[config.mk]
export PLATFORM = sky130hd
export DESIGN_NAME = png_stored_rgb_encoder
export DESIGN_NICKNAME = d
export VERILOG_FILES = /design/src/rtl/pse_pkg.sv /design/src/rtl/png_stored_rgb_encoder.sv /design/src/rtl/pse_len.sv /design/src/rtl/pse_dp.sv /design/src/rtl/pse_ctrl.sv
export SDC_FILE = /design/constraint.sdc
export NUM_CORES = 2
export LEC_CHECK = 0
export BUFFER_PORTS_ARGS = -buffer_cell sky130_fd_sc_hd__buf_4
export CORE_UTILIZATION = 38
export CTS_BUF_LIST = sky130_fd_sc_hd__clkbuf_2 sky130_fd_sc_hd__clkbuf_4 sky130_fd_sc_hd__clkbuf_8
export DETAILED_ROUTE_END_ITERATION = 8
export GPL_TIMING_DRIVEN = 0
export PLACE_DENSITY = 0.51
export SKIP_CTS_REPAIR_TIMING = 1
export SLEW_MARGIN = 20
export SYNTH_ARGS = -nofsm -noshare
export SYNTH_HDL_FRONTEND = slang
export SYNTH_HIERARCHICAL = 1
export SYNTH_SLANG_ARGS = --single-unit
[constraint.sdc]
create_clock -name clk_i -period 9.2 [get_ports clk_i]
set_input_delay 1.38 -clock clk_i [delete_from_list [all_inputs] [get_ports clk_i]]
set_output_delay 1.38 -clock clk_i [all_outputs]
set_load 0.01 [all_outputs]
[src/rtl/pse_pkg.sv]
// ----------------------------------------------------------------------------
// pse_pkg
// Shared types, constants and byte tables of the stored-block PNG encoder.
// ----------------------------------------------------------------------------
`default_nettype none

package pse_pkg;

  localparam int unsigned DEF_MAX_WIDTH   = 8192;
  localparam int unsigned DEF_MAX_HEIGHT  = 8192;
  localparam int unsigned DEF_BLOCK_LIMIT = 65535;

  localparam int unsigned DIM_W     = 14;
  localparam int unsigned CFG_IDX_W = 2;

  localparam logic [CFG_IDX_W-1:0] REG_IMAGE_WIDTH  = 2'd0;
  localparam logic [CFG_IDX_W-1:0] REG_IMAGE_HEIGHT = 2'd1;

  localparam logic [31:0] CRC_POLY  = 32'hEDB88320;
  localparam logic [16:0] ADLER_MOD = 17'd65521;

  typedef enum logic [4:0] {
    S_IDLE,
    S_SIG,
    S_IHDR_LEN,
    S_IHDR_TYPE,
    S_IHDR_W,
    S_IHDR_H,
    S_IHDR_TAIL,
    S_IHDR_CRC,
    S_WAIT_LEN,
    S_IDAT_LEN,
    S_IDAT_TYPE,
    S_ZHDR,
    S_RAW,
    S_BLK,
    S_ADLER,
    S_IDAT_CRC,
    S_IEND_LEN,
    S_IEND_TYPE,
    S_IEND_CRC
  } state_e;

  typedef enum logic [3:0] {
    SEL_SIG,
    SEL_LEN13,
    SEL_TYPE_IHDR,
    SEL_WIDTH,
    SEL_HEIGHT,
    SEL_IHDR_TAIL,
    SEL_CRC,
    SEL_IDAT_LEN,
    SEL_TYPE_IDAT,
    SEL_ZHDR,
    SEL_BLK,
    SEL_FILTER,
    SEL_SAMPLE,
    SEL_ADLER,
    SEL_ZERO,
    SEL_TYPE_IEND
  } sel_e;

  typedef enum logic [1:0] {
    LEN_IDLE,
    LEN_LOAD,
    LEN_DIV,
    LEN_SUM
  } len_st_e;

  typedef struct packed {
    logic       emit;
    sel_e       sel;
    logic [3:0] idx;
    logic       crc_on;
    logic       crc_init;
    logic       raw_step;
    logic       col_step;
    logic       blk_load;
    logic       latch;
    logic       calc_start;
    logic       file_init;
    logic       restart;
    logic       run_end;
    logic       file_end;
  } cmd_t;

  typedef struct packed {
    logic out_free;
    logic blk_zero;
    logic raw_last;
    logic col_zero;
    logic calc_done;
  } stat_t;

  function automatic logic [31:0] crc_byte(input logic [31:0] crc, input logic [7:0] b);
    logic [31:0] c;
    c = crc ^ {24'd0, b};
    for (int i = 0; i < 8; i++) begin
      c = (c >> 1) ^ (CRC_POLY & {32{c[0]}});
    end
    return c;
  endfunction

  function automatic logic [7:0] sig_byte(input logic [2:0] idx);
    logic [7:0] r;
    case (idx)
      3'd0:    r = 8'd137;
      3'd1:    r = 8'd80;
      3'd2:    r = 8'd78;
      3'd3:    r = 8'd71;
      3'd4:    r = 8'd13;
      3'd5:    r = 8'd10;
      3'd6:    r = 8'd26;
      default: r = 8'd10;
    endcase
    return r;
  endfunction

  function automatic logic [7:0] word_byte(input logic [31:0] w, input logic [1:0] idx);
    logic [7:0] r;
    case (idx)
      2'd0:    r = w[31:24];
      2'd1:    r = w[23:16];
      2'd2:    r = w[15:8];
      default: r = w[7:0];
    endcase
    return r;
  endfunction

endpackage

`default_nettype wire

[src/rtl/png_stored_rgb_encoder.sv]
// ----------------------------------------------------------------------------
// png_stored_rgb_encoder
// RGB bytes in, PNG file bytes out (IHDR, one IDAT of stored deflate blocks,
// IEND) on a registered output, one sample taken at a time.
// ----------------------------------------------------------------------------
// Sequence: an interior sample is accepted, then emitted; a row start adds
//   the filter byte, a block start its header.
// First sample of a file: 43 header bytes, with a wait for the IDAT length
//   after IHDR; the size unit has it ready well before the sequencer waits.
// Last sample adds 20 trailer bytes. Output stalls hold the sequencer.
// Reset: async active low; image size back to 1x1, next beat opens a new file.
// ----------------------------------------------------------------------------
`default_nettype none

module png_stored_rgb_encoder import pse_pkg::*; #(
  parameter int unsigned MAX_WIDTH   = DEF_MAX_WIDTH,
  parameter int unsigned MAX_HEIGHT  = DEF_MAX_HEIGHT,
  parameter int unsigned BLOCK_LIMIT = DEF_BLOCK_LIMIT
) (
  input  wire logic                 clk_i,
  input  wire logic                 rst_ni,
  // configuration writes: index 0 width, index 1 height
  input  wire logic                 cfg_we_i,
  input  wire logic [CFG_IDX_W-1:0] cfg_idx_i,
  input  wire logic [DIM_W-1:0]     cfg_data_i,
  // sample channel
  input  wire logic                 in_valid_i,
  output logic                      in_ready_o,
  input  wire logic [7:0]           sample_byte_i,
  // file byte channel
  output logic                      out_valid_o,
  input  wire logic                 out_ready_i,
  output logic      [7:0]           out_byte_o,
  output logic                      run_end_o,
  output logic                      file_end_o
);

  cmd_t  cmd;
  stat_t stat;
  logic  cfg_restart;

  // a write to a known register restarts the file
  assign cfg_restart = cfg_we_i &&
                       (cfg_idx_i == REG_IMAGE_WIDTH || cfg_idx_i == REG_IMAGE_HEIGHT);

  // sequencer: one section byte per step, holds while the output is full
  pse_ctrl u_ctrl (
    .clk_i        (clk_i),
    .rst_ni       (rst_ni),
    .cfg_restart_i(cfg_restart),
    .in_valid_i   (in_valid_i),
    .in_ready_o   (in_ready_o),
    .stat_i       (stat),
    .cmd_o        (cmd)
  );

  // datapath: checksums, counters, size unit and the output register
  pse_dp #(
    .MAX_WIDTH  (MAX_WIDTH),
    .MAX_HEIGHT (MAX_HEIGHT),
    .BLOCK_LIMIT(BLOCK_LIMIT)
  ) u_dp (
    .clk_i        (clk_i),
    .rst_ni       (rst_ni),
    .cfg_we_i     (cfg_we_i),
    .cfg_idx_i    (cfg_idx_i),
    .cfg_data_i   (cfg_data_i),
    .sample_byte_i(sample_byte_i),
    .out_ready_i  (out_ready_i),
    .cmd_i        (cmd),
    .stat_o       (stat),
    .out_valid_o  (out_valid_o),
    .out_byte_o   (out_byte_o),
    .run_end_o    (run_end_o),
    .file_end_o   (file_end_o)
  );

endmodule

`default_nettype wire

[src/rtl/pse_len.sv]
// ----------------------------------------------------------------------------
// pse_len
// Raw stream size and IDAT length: one multiply for the raw size, then the
// block count by multiplying with the reciprocal of the stored block size.
// ----------------------------------------------------------------------------
`default_nettype none

module pse_len import pse_pkg::*; #(
  parameter int unsigned MAX_WIDTH   = DEF_MAX_WIDTH,
  parameter int unsigned MAX_HEIGHT  = DEF_MAX_HEIGHT,
  parameter int unsigned BLOCK_LIMIT = DEF_BLOCK_LIMIT,
  parameter int unsigned RAW_W       = $clog2(MAX_HEIGHT * (3 * MAX_WIDTH + 1) + 1)
) (
  input  wire logic             clk_i,
  input  wire logic             rst_ni,
  input  wire logic             start_i,
  input  wire logic [DIM_W-1:0] width_i,
  input  wire logic [DIM_W-1:0] height_i,
  output logic      [RAW_W-1:0] raw_o,
  output logic      [31:0]      idat_len_o,
  output logic                  done_o
);

  localparam int unsigned BLOCK_EFF = (BLOCK_LIMIT < 2) ? 2 : BLOCK_LIMIT;
  localparam int unsigned CMP_W     = (RAW_W > 17) ? RAW_W : 17;
  localparam int unsigned DIV_W     = CMP_W + 1;
  // rounded-up reciprocal, exact for every dividend below 2**DIV_W
  localparam int unsigned SHIFT     = DIV_W + $clog2(BLOCK_EFF);
  localparam int unsigned REC_W     = DIV_W + 1;
  localparam int unsigned MUL_W     = DIV_W + REC_W;
  localparam int unsigned QUO_W     = MUL_W - SHIFT;
  localparam longint unsigned RECIP =
    ((64'd1 << SHIFT) + 64'(BLOCK_EFF) - 64'd1) / 64'(BLOCK_EFF);
  localparam logic [REC_W-1:0] RECIP_C = REC_W'(RECIP);

  len_st_e          st_q;
  logic [RAW_W-1:0] raw_q;
  logic [DIV_W-1:0] dvd_q;
  logic [QUO_W-1:0] quo_q;
  logic [31:0]      idat_q;
  logic             done_q;

  logic [15:0]      factor;
  logic [29:0]      prod;
  logic [MUL_W-1:0] mul;

  assign factor = {1'b0, width_i, 1'b0} + {2'b00, width_i} + 16'd1;
  assign prod   = 30'(height_i) * 30'(factor);
  assign mul    = MUL_W'(dvd_q) * MUL_W'(RECIP_C);

  always_ff @(posedge clk_i or negedge rst_ni) begin
    if (!rst_ni) begin
      st_q   <= LEN_IDLE;
      done_q <= 1'b0;
    end else begin
      case (st_q)
        LEN_IDLE: begin
          if (start_i) begin
            done_q <= 1'b0;
            st_q   <= LEN_LOAD;
          end
        end
        LEN_LOAD: st_q <= LEN_DIV;
        LEN_DIV:  st_q <= LEN_SUM;
        LEN_SUM: begin
          done_q <= 1'b1;
          st_q   <= LEN_IDLE;
        end
        default: st_q <= LEN_IDLE;
      endcase
    end
  end

  always_ff @(posedge clk_i) begin
    case (st_q)
      LEN_IDLE: begin
        if (start_i) begin
          raw_q <= RAW_W'(prod);
        end
      end
      LEN_LOAD: begin
        // bias the dividend so the quotient rounds up
        dvd_q <= DIV_W'(raw_q) + DIV_W'(BLOCK_EFF - 1);
      end
      LEN_DIV: begin
        quo_q <= mul[SHIFT +: QUO_W];
      end
      LEN_SUM: begin
        idat_q <= 32'd6 + 32'(raw_q) + (32'(quo_q) << 2) + 32'(quo_q);
      end
      default: ;
    endcase
  end

  assign raw_o      = raw_q;
  assign idat_len_o = idat_q;
  assign done_o     = done_q;

endmodule

`default_nettype wire

[src/rtl/pse_dp.sv]
// ----------------------------------------------------------------------------
// pse_dp
// Datapath: image registers, byte select, CRC-32, Adler-32, stream counters
// and the output register.
// ----------------------------------------------------------------------------
`default_nettype none

module pse_dp import pse_pkg::*; #(
  parameter int unsigned MAX_WIDTH   = DEF_MAX_WIDTH,
  parameter int unsigned MAX_HEIGHT  = DEF_MAX_HEIGHT,
  parameter int unsigned BLOCK_LIMIT = DEF_BLOCK_LIMIT
) (
  input  wire logic                 clk_i,
  input  wire logic                 rst_ni,
  input  wire logic                 cfg_we_i,
  input  wire logic [CFG_IDX_W-1:0] cfg_idx_i,
  input  wire logic [DIM_W-1:0]     cfg_data_i,
  input  wire logic [7:0]           sample_byte_i,
  input  wire logic                 out_ready_i,
  input  wire cmd_t                 cmd_i,
  output stat_t                     stat_o,
  output logic                      out_valid_o,
  output logic      [7:0]           out_byte_o,
  output logic                      run_end_o,
  output logic                      file_end_o
);

  localparam int unsigned BLOCK_EFF = (BLOCK_LIMIT < 2) ? 2 : BLOCK_LIMIT;
  localparam int unsigned RAW_W     = $clog2(MAX_HEIGHT * (3 * MAX_WIDTH + 1) + 1);
  localparam int unsigned CMP_W     = (RAW_W > 17) ? RAW_W : 17;
  localparam int unsigned TW        = $clog2(3 * MAX_WIDTH + 1);

  logic [DIM_W-1:0] width_q, height_q;
  logic [31:0]      crc_q;
  logic [15:0]      adl_a_q, adl_b_q;
  logic [TW-1:0]    col_q;
  logic [15:0]      blk_q;
  logic [RAW_W-1:0] raw_left_q;
  logic [7:0]       sample_q;
  logic             out_valid_q, run_end_q, file_end_q;
  logic [7:0]       out_byte_q;

  logic [RAW_W-1:0] raw_total;
  logic [31:0]      idat_len;
  logic             calc_done;
  logic             cfg_hit;
  logic [DIM_W-1:0] cfg_clamped;
  logic [CMP_W-1:0] raw_ext, eff_c;
  logic [15:0]      blk_size;
  logic             bfinal;
  logic [7:0]       byte_v;
  logic [16:0]      a_sum, b_sum;
  logic [15:0]      a_n, b_n;
  logic [TW-1:0]    row_len, col_n;

  pse_len #(
    .MAX_WIDTH  (MAX_WIDTH),
    .MAX_HEIGHT (MAX_HEIGHT),
    .BLOCK_LIMIT(BLOCK_LIMIT),
    .RAW_W      (RAW_W)
  ) u_len (
    .clk_i     (clk_i),
    .rst_ni    (rst_ni),
    .start_i   (cmd_i.calc_start),
    .width_i   (width_q),
    .height_i  (height_q),
    .raw_o     (raw_total),
    .idat_len_o(idat_len),
    .done_o    (calc_done)
  );

  assign cfg_hit = cfg_we_i && (cfg_idx_i == REG_IMAGE_WIDTH || cfg_idx_i == REG_IMAGE_HEIGHT);

  always_comb begin
    cfg_clamped = (cfg_data_i == '0) ? DIM_W'(1) : cfg_data_i;
    if (cfg_idx_i == REG_IMAGE_WIDTH) begin
      if (15'(cfg_clamped) > 15'(MAX_WIDTH)) cfg_clamped = DIM_W'(MAX_WIDTH);
    end else begin
      if (15'(cfg_clamped) > 15'(MAX_HEIGHT)) cfg_clamped = DIM_W'(MAX_HEIGHT);
    end
  end

  assign raw_ext  = CMP_W'(raw_left_q);
  assign eff_c    = CMP_W'(BLOCK_EFF);
  assign blk_size = (raw_ext < eff_c) ? raw_ext[15:0] : eff_c[15:0];
  assign bfinal   = !(raw_ext > eff_c);

  always_comb begin
    case (cmd_i.sel)
      SEL_SIG:       byte_v = sig_byte(cmd_i.idx[2:0]);
      SEL_LEN13:     byte_v = word_byte(32'd13, cmd_i.idx[1:0]);
      SEL_TYPE_IHDR: byte_v = word_byte(32'h49484452, cmd_i.idx[1:0]);
      SEL_WIDTH:     byte_v = word_byte(32'(width_q), cmd_i.idx[1:0]);
      SEL_HEIGHT:    byte_v = word_byte(32'(height_q), cmd_i.idx[1:0]);
      SEL_IHDR_TAIL: byte_v = (cmd_i.idx == 4'd0) ? 8'd8 : (cmd_i.idx == 4'd1) ? 8'd2 : 8'd0;
      SEL_CRC:       byte_v = word_byte(~crc_q, cmd_i.idx[1:0]);
      SEL_IDAT_LEN:  byte_v = word_byte(idat_len, cmd_i.idx[1:0]);
      SEL_TYPE_IDAT: byte_v = word_byte(32'h49444154, cmd_i.idx[1:0]);
      SEL_ZHDR:      byte_v = (cmd_i.idx == 4'd0) ? 8'h78 : 8'h01;
      SEL_BLK: begin
        case (cmd_i.idx)
          4'd0:    byte_v = {7'd0, bfinal};
          4'd1:    byte_v = blk_size[7:0];
          4'd2:    byte_v = blk_size[15:8];
          4'd3:    byte_v = ~blk_size[7:0];
          default: byte_v = ~blk_size[15:8];
        endcase
      end
      SEL_FILTER:    byte_v = 8'd0;
      SEL_SAMPLE:    byte_v = sample_q;
      SEL_ADLER:     byte_v = word_byte({adl_b_q, adl_a_q}, cmd_i.idx[1:0]);
      SEL_ZERO:      byte_v = 8'd0;
      SEL_TYPE_IEND: byte_v = word_byte(32'h49454E44, cmd_i.idx[1:0]);
      default:       byte_v = 8'd0;
    endcase
  end

  // Adler-32 step, both sums kept reduced
  always_comb begin
    a_sum = {1'b0, adl_a_q} + {9'd0, byte_v};
    a_n   = (a_sum >= ADLER_MOD) ? 16'(a_sum - ADLER_MOD) : a_sum[15:0];
    b_sum = {1'b0, adl_b_q} + {1'b0, a_n};
    b_n   = (b_sum >= ADLER_MOD) ? 16'(b_sum - ADLER_MOD) : b_sum[15:0];
  end

  assign row_len = TW'({width_q, 1'b0}) + TW'(width_q);
  assign col_n   = col_q + 1'b1;

  always_ff @(posedge clk_i or negedge rst_ni) begin
    if (!rst_ni) begin
      width_q    <= DIM_W'(1);
      height_q   <= DIM_W'(1);
      crc_q      <= '1;
      adl_a_q    <= 16'd1;
      adl_b_q    <= '0;
      col_q      <= '0;
      blk_q      <= '0;
      raw_left_q <= '0;
    end else begin
      if (cfg_we_i && cfg_idx_i == REG_IMAGE_WIDTH)  width_q  <= cfg_clamped;
      if (cfg_we_i && cfg_idx_i == REG_IMAGE_HEIGHT) height_q <= cfg_clamped;
      if (cfg_hit || cmd_i.restart) begin
        crc_q      <= '1;
        adl_a_q    <= 16'd1;
        adl_b_q    <= '0;
        col_q      <= '0;
        blk_q      <= '0;
        raw_left_q <= '0;
      end else if (cmd_i.file_init) begin
        adl_a_q    <= 16'd1;
        adl_b_q    <= '0;
        col_q      <= '0;
        blk_q      <= '0;
        raw_left_q <= raw_total;
      end else begin
        if (cmd_i.emit && cmd_i.crc_on) begin
          crc_q <= crc_byte(cmd_i.crc_init ? 32'hFFFFFFFF : crc_q, byte_v);
        end
        if (cmd_i.blk_load) blk_q <= blk_size;
        if (cmd_i.raw_step) begin
          adl_a_q    <= a_n;
          adl_b_q    <= b_n;
          blk_q      <= blk_q - 1'b1;
          raw_left_q <= raw_left_q - 1'b1;
        end
        if (cmd_i.col_step) col_q <= (col_n >= row_len) ? '0 : col_n;
      end
    end
  end

  always_ff @(posedge clk_i) begin
    if (cmd_i.latch) sample_q <= sample_byte_i;
  end

  // output register: load on emit, drop when taken
  always_ff @(posedge clk_i or negedge rst_ni) begin
    if (!rst_ni) begin
      out_valid_q <= 1'b0;
    end else if (cmd_i.emit) begin
      out_valid_q <= 1'b1;
    end else if (out_ready_i) begin
      out_valid_q <= 1'b0;
    end
  end

  always_ff @(posedge clk_i) begin
    if (cmd_i.emit) begin
      out_byte_q <= byte_v;
      run_end_q  <= cmd_i.run_end;
      file_end_q <= cmd_i.file_end;
    end
  end

  assign stat_o.out_free  = !out_valid_q || out_ready_i;
  assign stat_o.blk_zero  = (blk_q == '0);
  assign stat_o.raw_last  = (raw_left_q == RAW_W'(1));
  assign stat_o.col_zero  = (col_q == '0);
  assign stat_o.calc_done = calc_done;

  assign out_valid_o = out_valid_q;
  assign out_byte_o  = out_byte_q;
  assign run_end_o   = run_end_q;
  assign file_end_o  = file_end_q;

endmodule

`default_nettype wire

[src/rtl/pse_ctrl.sv]
// ----------------------------------------------------------------------------
// pse_ctrl
// Sequencer: walks the file sections one byte per step and issues datapath
// commands.
// ----------------------------------------------------------------------------
`default_nettype none

module pse_ctrl import pse_pkg::*; (
  input  wire logic  clk_i,
  input  wire logic  rst_ni,
  input  wire logic  cfg_restart_i,
  input  wire logic  in_valid_i,
  output logic       in_ready_o,
  input  wire stat_t stat_i,
  output cmd_t       cmd_o
);

  state_e     state_q, state_d;
  logic [3:0] idx_q, idx_d;
  logic       filt_q, filt_d;
  logic       phase_q, phase_d;
  logic [3:0] last;

  function automatic logic [3:0] last_idx(input state_e s);
    logic [3:0] r;
    case (s)
      S_SIG:               r = 4'd7;
      S_IHDR_TAIL, S_BLK:  r = 4'd4;
      S_ZHDR:              r = 4'd1;
      default:             r = 4'd3;
    endcase
    return r;
  endfunction

  function automatic state_e succ(input state_e s);
    state_e r;
    case (s)
      S_SIG:       r = S_IHDR_LEN;
      S_IHDR_LEN:  r = S_IHDR_TYPE;
      S_IHDR_TYPE: r = S_IHDR_W;
      S_IHDR_W:    r = S_IHDR_H;
      S_IHDR_H:    r = S_IHDR_TAIL;
      S_IHDR_TAIL: r = S_IHDR_CRC;
      S_IHDR_CRC:  r = S_WAIT_LEN;
      S_IDAT_LEN:  r = S_IDAT_TYPE;
      S_IDAT_TYPE: r = S_ZHDR;
      S_ZHDR:      r = S_RAW;
      S_BLK:       r = S_RAW;
      S_ADLER:     r = S_IDAT_CRC;
      S_IDAT_CRC:  r = S_IEND_LEN;
      S_IEND_LEN:  r = S_IEND_TYPE;
      S_IEND_TYPE: r = S_IEND_CRC;
      default:     r = S_IDLE;
    endcase
    return r;
  endfunction

  function automatic sel_e sel_of(input state_e s);
    sel_e r;
    case (s)
      S_SIG:       r = SEL_SIG;
      S_IHDR_LEN:  r = SEL_LEN13;
      S_IHDR_TYPE: r = SEL_TYPE_IHDR;
      S_IHDR_W:    r = SEL_WIDTH;
      S_IHDR_H:    r = SEL_HEIGHT;
      S_IHDR_TAIL: r = SEL_IHDR_TAIL;
      S_IDAT_LEN:  r = SEL_IDAT_LEN;
      S_IDAT_TYPE: r = SEL_TYPE_IDAT;
      S_ZHDR:      r = SEL_ZHDR;
      S_BLK:       r = SEL_BLK;
      S_ADLER:     r = SEL_ADLER;
      S_IEND_LEN:  r = SEL_ZERO;
      S_IEND_TYPE: r = SEL_TYPE_IEND;
      default:     r = SEL_CRC;
    endcase
    return r;
  endfunction

  assign last = last_idx(state_q);

  // next state
  always_comb begin
    state_d = state_q;
    idx_d   = idx_q;
    filt_d  = filt_q;
    phase_d = phase_q;
    case (state_q)
      S_IDLE: begin
        if (in_valid_i) begin
          filt_d  = stat_i.col_zero;
          state_d = phase_q ? S_RAW : S_SIG;
        end
      end
      S_WAIT_LEN: begin
        if (stat_i.calc_done) state_d = S_IDAT_LEN;
      end
      S_RAW: begin
        if (stat_i.blk_zero) begin
          state_d = S_BLK;
        end else if (stat_i.out_free) begin
          if (filt_q) filt_d = 1'b0;
          else state_d = stat_i.raw_last ? S_ADLER : S_IDLE;
        end
      end
      default: begin
        if (stat_i.out_free) begin
          if (idx_q == last) begin
            idx_d   = '0;
            state_d = succ(state_q);
            if (state_q == S_ZHDR)     phase_d = 1'b1;
            if (state_q == S_IEND_CRC) phase_d = 1'b0;
          end else begin
            idx_d = idx_q + 1'b1;
          end
        end
      end
    endcase
    if (cfg_restart_i) phase_d = 1'b0;
  end

  // commands
  always_comb begin
    cmd_o      = '0;
    cmd_o.sel  = sel_of(state_q);
    cmd_o.idx  = idx_q;
    in_ready_o = 1'b0;
    case (state_q)
      S_IDLE: begin
        in_ready_o       = 1'b1;
        cmd_o.latch      = in_valid_i;
        cmd_o.calc_start = in_valid_i && !phase_q;
      end
      S_WAIT_LEN: begin
        cmd_o.file_init = stat_i.calc_done;
      end
      S_RAW: begin
        if (!stat_i.blk_zero) begin
          cmd_o.emit     = stat_i.out_free;
          cmd_o.crc_on   = 1'b1;
          cmd_o.raw_step = stat_i.out_free;
          cmd_o.sel      = filt_q ? SEL_FILTER : SEL_SAMPLE;
          cmd_o.col_step = stat_i.out_free && !filt_q;
          cmd_o.run_end  = !filt_q && !stat_i.raw_last;
        end
      end
      default: begin
        cmd_o.emit = stat_i.out_free;
        cmd_o.crc_on = (state_q == S_IHDR_TYPE) || (state_q == S_IHDR_W) ||
                       (state_q == S_IHDR_H) || (state_q == S_IHDR_TAIL) ||
                       (state_q == S_IDAT_TYPE) || (state_q == S_ZHDR) ||
                       (state_q == S_BLK) || (state_q == S_ADLER) ||
                       (state_q == S_IEND_TYPE);
        cmd_o.crc_init = (idx_q == '0) && ((state_q == S_IHDR_TYPE) ||
                         (state_q == S_IDAT_TYPE) || (state_q == S_IEND_TYPE));
        cmd_o.blk_load = (state_q == S_BLK) && (idx_q == last) && stat_i.out_free;
        if (state_q == S_IEND_CRC && idx_q == last) begin
          cmd_o.run_end  = 1'b1;
          cmd_o.file_end = 1'b1;
          cmd_o.restart  = stat_i.out_free;
        end
      end
    endcase
  end

  always_ff @(posedge clk_i or negedge rst_ni) begin
    if (!rst_ni) begin
      state_q <= S_IDLE;
      idx_q   <= '0;
      filt_q  <= 1'b0;
      phase_q <= 1'b0;
    end else begin
      state_q <= state_d;
      idx_q   <= idx_d;
      filt_q  <= filt_d;
      phase_q <= phase_d;
    end
  end

endmodule

`default_nettype wire

==> impl_metrics.env <==
export IMPL_routed_wirelength_mm=95.2
export IMPL_clock_sinks=284
export IMPL_synth_seq_cells=284
export IMPL_die_w_um=286
export IMPL_ys_warn_count=6
export IMPL_drv_cap=0
export IMPL_grt_pass1_vias=24300
export IMPL_grt_overflow_total=0
export IMPL_cp_max_fo=10
export IMPL_syn_mean_instance_area_um2=9.31
export IMPL_max_stage_delay_ps=560
export IMPL_ant_nets=0
export IMPL_drive_gt1_share_pct=14.6
export IMPL_worst_pin_slew_ps=1140
export IMPL_clk_path_buf_depth=3
export IMPL_ys_types=118
export IMPL_cts_buffers=57
export IMPL_drc=0
export IMPL_synth_edff_count=118
export IMPL_cts_tree="built"
export IMPL_die_height_um=286
export IMPL_relSlewSlack_pct=23.5
export IMPL_end_kind="flop"
export IMPL_cts_root_buf="clkbuf_8"
export IMPL_final_hold_violation_count=0
export IMPL_start_kind="flop"
export IMPL_drt_iter0_markers=1592
export IMPL_fmax_ghz=0.0988
export IMPL_synthFlopType="dfrtp_1"
export IMPL_holdCritPathClass="flop to flop"
export IMPL_area_growth_pct=13.8
export IMPL_fillerInstances=7931
export IMPL_final_min_clock_period_ps=10120
export IMPL_grt_setup_unrepaired="true"
export IMPL_vias_per_cell=5.46
export IMPL_cp_slowest_cell="or4_4"
export IMPL_core_area_mm2=0.0794
export IMPL_final_common_cell="ha_1"
export IMPL_vias=24800
export IMPL_holdPathEnd="u_dp/crc_q[18]"
export IMPL_reg2reg_from="u_dp/blk_q[6]"
export IMPL_setup_tns_final_ps=-12220
export IMPL_clk_pin_slew_ps=60
export IMPL_min_delay_start="u_dp/crc_q[18]"
export IMPL_nets=3989
export IMPL_place_detailed_hpwl_mm=73.7
export IMPL_r2r_worst_path_cells=42
export IMPL_start_util_pct=38.6
export IMPL_grt_max_degree=88
export IMPL_r2r_end="u_dp/adl_b_q[14]"
export IMPL_drv_slew=0
export IMPL_final_setup_viol_count=16
export IMPL_num_rows=103
export IMPL_io_pins=41
export IMPL_synth_top_cell_by_area="ha_1"
export IMPL_yosysSeqAreaShare_pct=25.3
export IMPL_final_cell_mix="ha_1, nand2_1, inv_1"
export IMPL_syn_area_mm2=0.0306
export IMPL_synth_top_area_share_pct=13.6
export IMPL_criticalPathCategory="flop to flop"
export IMPL_grt_pass1_wl_mm=147
export IMPL_fin_skew_ps=35.6
export IMPL_grt_usage_pct=23.1
export IMPL_cp_arrival_ps=10660
export IMPL_wl_per_cell_um=21.0
export IMPL_finalCritPeriodShare_pct=110
export IMPL_htreeDepth=2
export IMPL_synth_area_leaders="ha_1, fa_1, edfxtp_1, dfrtp_1, xnor2_1"
export IMPL_crit_required_ps=9740
export IMPL_place_gp_congestion=0.925
export IMPL_io_buffers=40
export IMPL_dieArea_mm2=0.0817
export IMPL_violations="setup timing"
export IMPL_synthArstFlopShare_pct=58.5
export IMPL_outcome="finished, violations left"
export IMPL_insertion_delay_ps=680
export IMPL_r2r_slack_ps=-920
export IMPL_worstHoldPathCells=2
export IMPL_synth_cells=3291
export IMPL_antenna_found_initial=2
export IMPL_worst_slack_ps=-923
export IMPL_drt_pass1_iter_count=6
## logic make-up after synthesis
family	share of synthesized area (%)
xor gates and xnor gates	8.21
AOI/OAI and AO/OA	14.4
buffers and inverters	5.67
DFF	25.3
adders and majority gates	25.6
muxes	2.80
other	0.0122
and+or+nand+nor	18.1
## per-layer routing
| layer | vias to the layer above | part of all wire [%] | GRT usage (%) |
|---|---|---|---|
| met2 | 644 | 46 | 36.8 |
| met4 | 0 | 2.2 | 5.64 |
| met5 | - | 0 | 0 |
| li1 | 11800 | - | - |
| met3 | 118 | 5.2 | 2.82 |
| met1 | 12200 | 47 | 33.1 |
## critical path: cells and delay by family, from the launching register on
kind                     cells  cell delay, ps
AND/OR/NAND/NOR             16            3760
buffers and inverters        8            1390
AO/OA/AOI/OAI               13            3170
flip-flops                   1             420
adder cells (fa/ha/maj)      2             570
XOR/XNOR                     3             650
## stage by stage
stage | cells | setup slack, ps | instance area [um^2] | hold slack, ps | util [%]
after detailed placement | 4386 | -2420 | 32400 | 499 | 40.9
after CTS | 4493 | -2520 | 33700 | 510 | 42.5
after floorplan | 3293 | 13.1 | 30700 | 457 | -
final | 4542 | -923 | 34900 | 507 | 43.9
after global placement | 4383 | -2510 | 32400 | 498 | 40.8
after global routing | 4542 | -1360 | 34900 | 524 | 43.9
## Yosys cell counts, types with 10 or more instances
cell type / instances
or3_1: 27
and3_1: 22
nand2_1: 288
edfxtp_1: 118
mux4_2: 15
mux2i_1: 25
nor2_1: 266
and2_1: 85
fa_1: 183
nor2b_1: 45
o31ai_1: 17
o21a_1: 27
o211ai_1: 34
nand3_1: 68
xnor2_1: 148
nor3_1: 64
a22oi_1: 10
a31oi_1: 20
dfstp_2: 35
buf_4: 10
dfrtp_1: 131
a21o_1: 36
buf_2: 24
o21ai_0: 119
a22o_1: 17
nor4_1: 26
o21ai_1: 20
inv_1: 278
nand3b_1: 17
o2111ai_1: 10
nand2b_1: 53
o21bai_1: 19
nor3b_1: 12
ha_1: 334
a211oi_1: 34
o22ai_1: 14
a21oi_1: 173
clkbuf_1: 99
xor2_1: 92
mux2_2: 17
or2_2: 14
nand4_1: 33
## registers in the layout, indices dropped and copies added, names as in the netlist, 15 cells and up
signal	flops
u_dp/blk_q	16
u_dp/crc_q	32
u_dp/u_len/dvd_q	29
u_dp/raw_ext	28
u_dp/col_q	15
u_dp/u_len/idat_len_o	29
u_dp/adl_b_q	16
u_dp/u_len/raw_o	28
u_dp/adl_a_q	16
## worst max-delay path by stage
| stage | from | to | slack (ps) |
|---|---|---|---|
| after floorplan | u_dp/blk_q[6] | u_dp/adl_b_q[14] | 10 |
| after global placement | u_dp/blk_q[5] | u_dp/adl_b_q[12] | -2510 |
| after detailed placement | u_dp/blk_q[5] | u_dp/adl_b_q[10] | -2420 |
| after CTS | u_dp/blk_q[5] | u_dp/adl_b_q[12] | -2520 |
| after global routing | u_dp/blk_q[6] | u_dp/adl_b_q[14] | -1360 |
| final | u_dp/blk_q[6] | u_dp/adl_b_q[14] | -920 |
## layout make-up
| cell class | instances | area, um^2 | area share (%) |
|---|---|---|---|
| clock buffers | 93 | 1140 | 3.26 |
| clock inverters | 14 | 165 | 0.474 |
| repair buffers | 94 | 792 | 2.27 |
| inverters | 281 | 1050 | 3.03 |
| well taps | 1050 | 1310 | 3.77 |
| multi-input cells | 2581 | 21900 | 62.9 |
| flip-flops and latches | 284 | 7750 | 22.2 |
| diodes | 1 | 2.50 | 0.00718 |
| plain buffers | 144 | 718 | 2.06 |
Power is left out: the tool's default activity adds up to more than one toggle a clock period on the data nets, which glitch-free logic cannot reach.
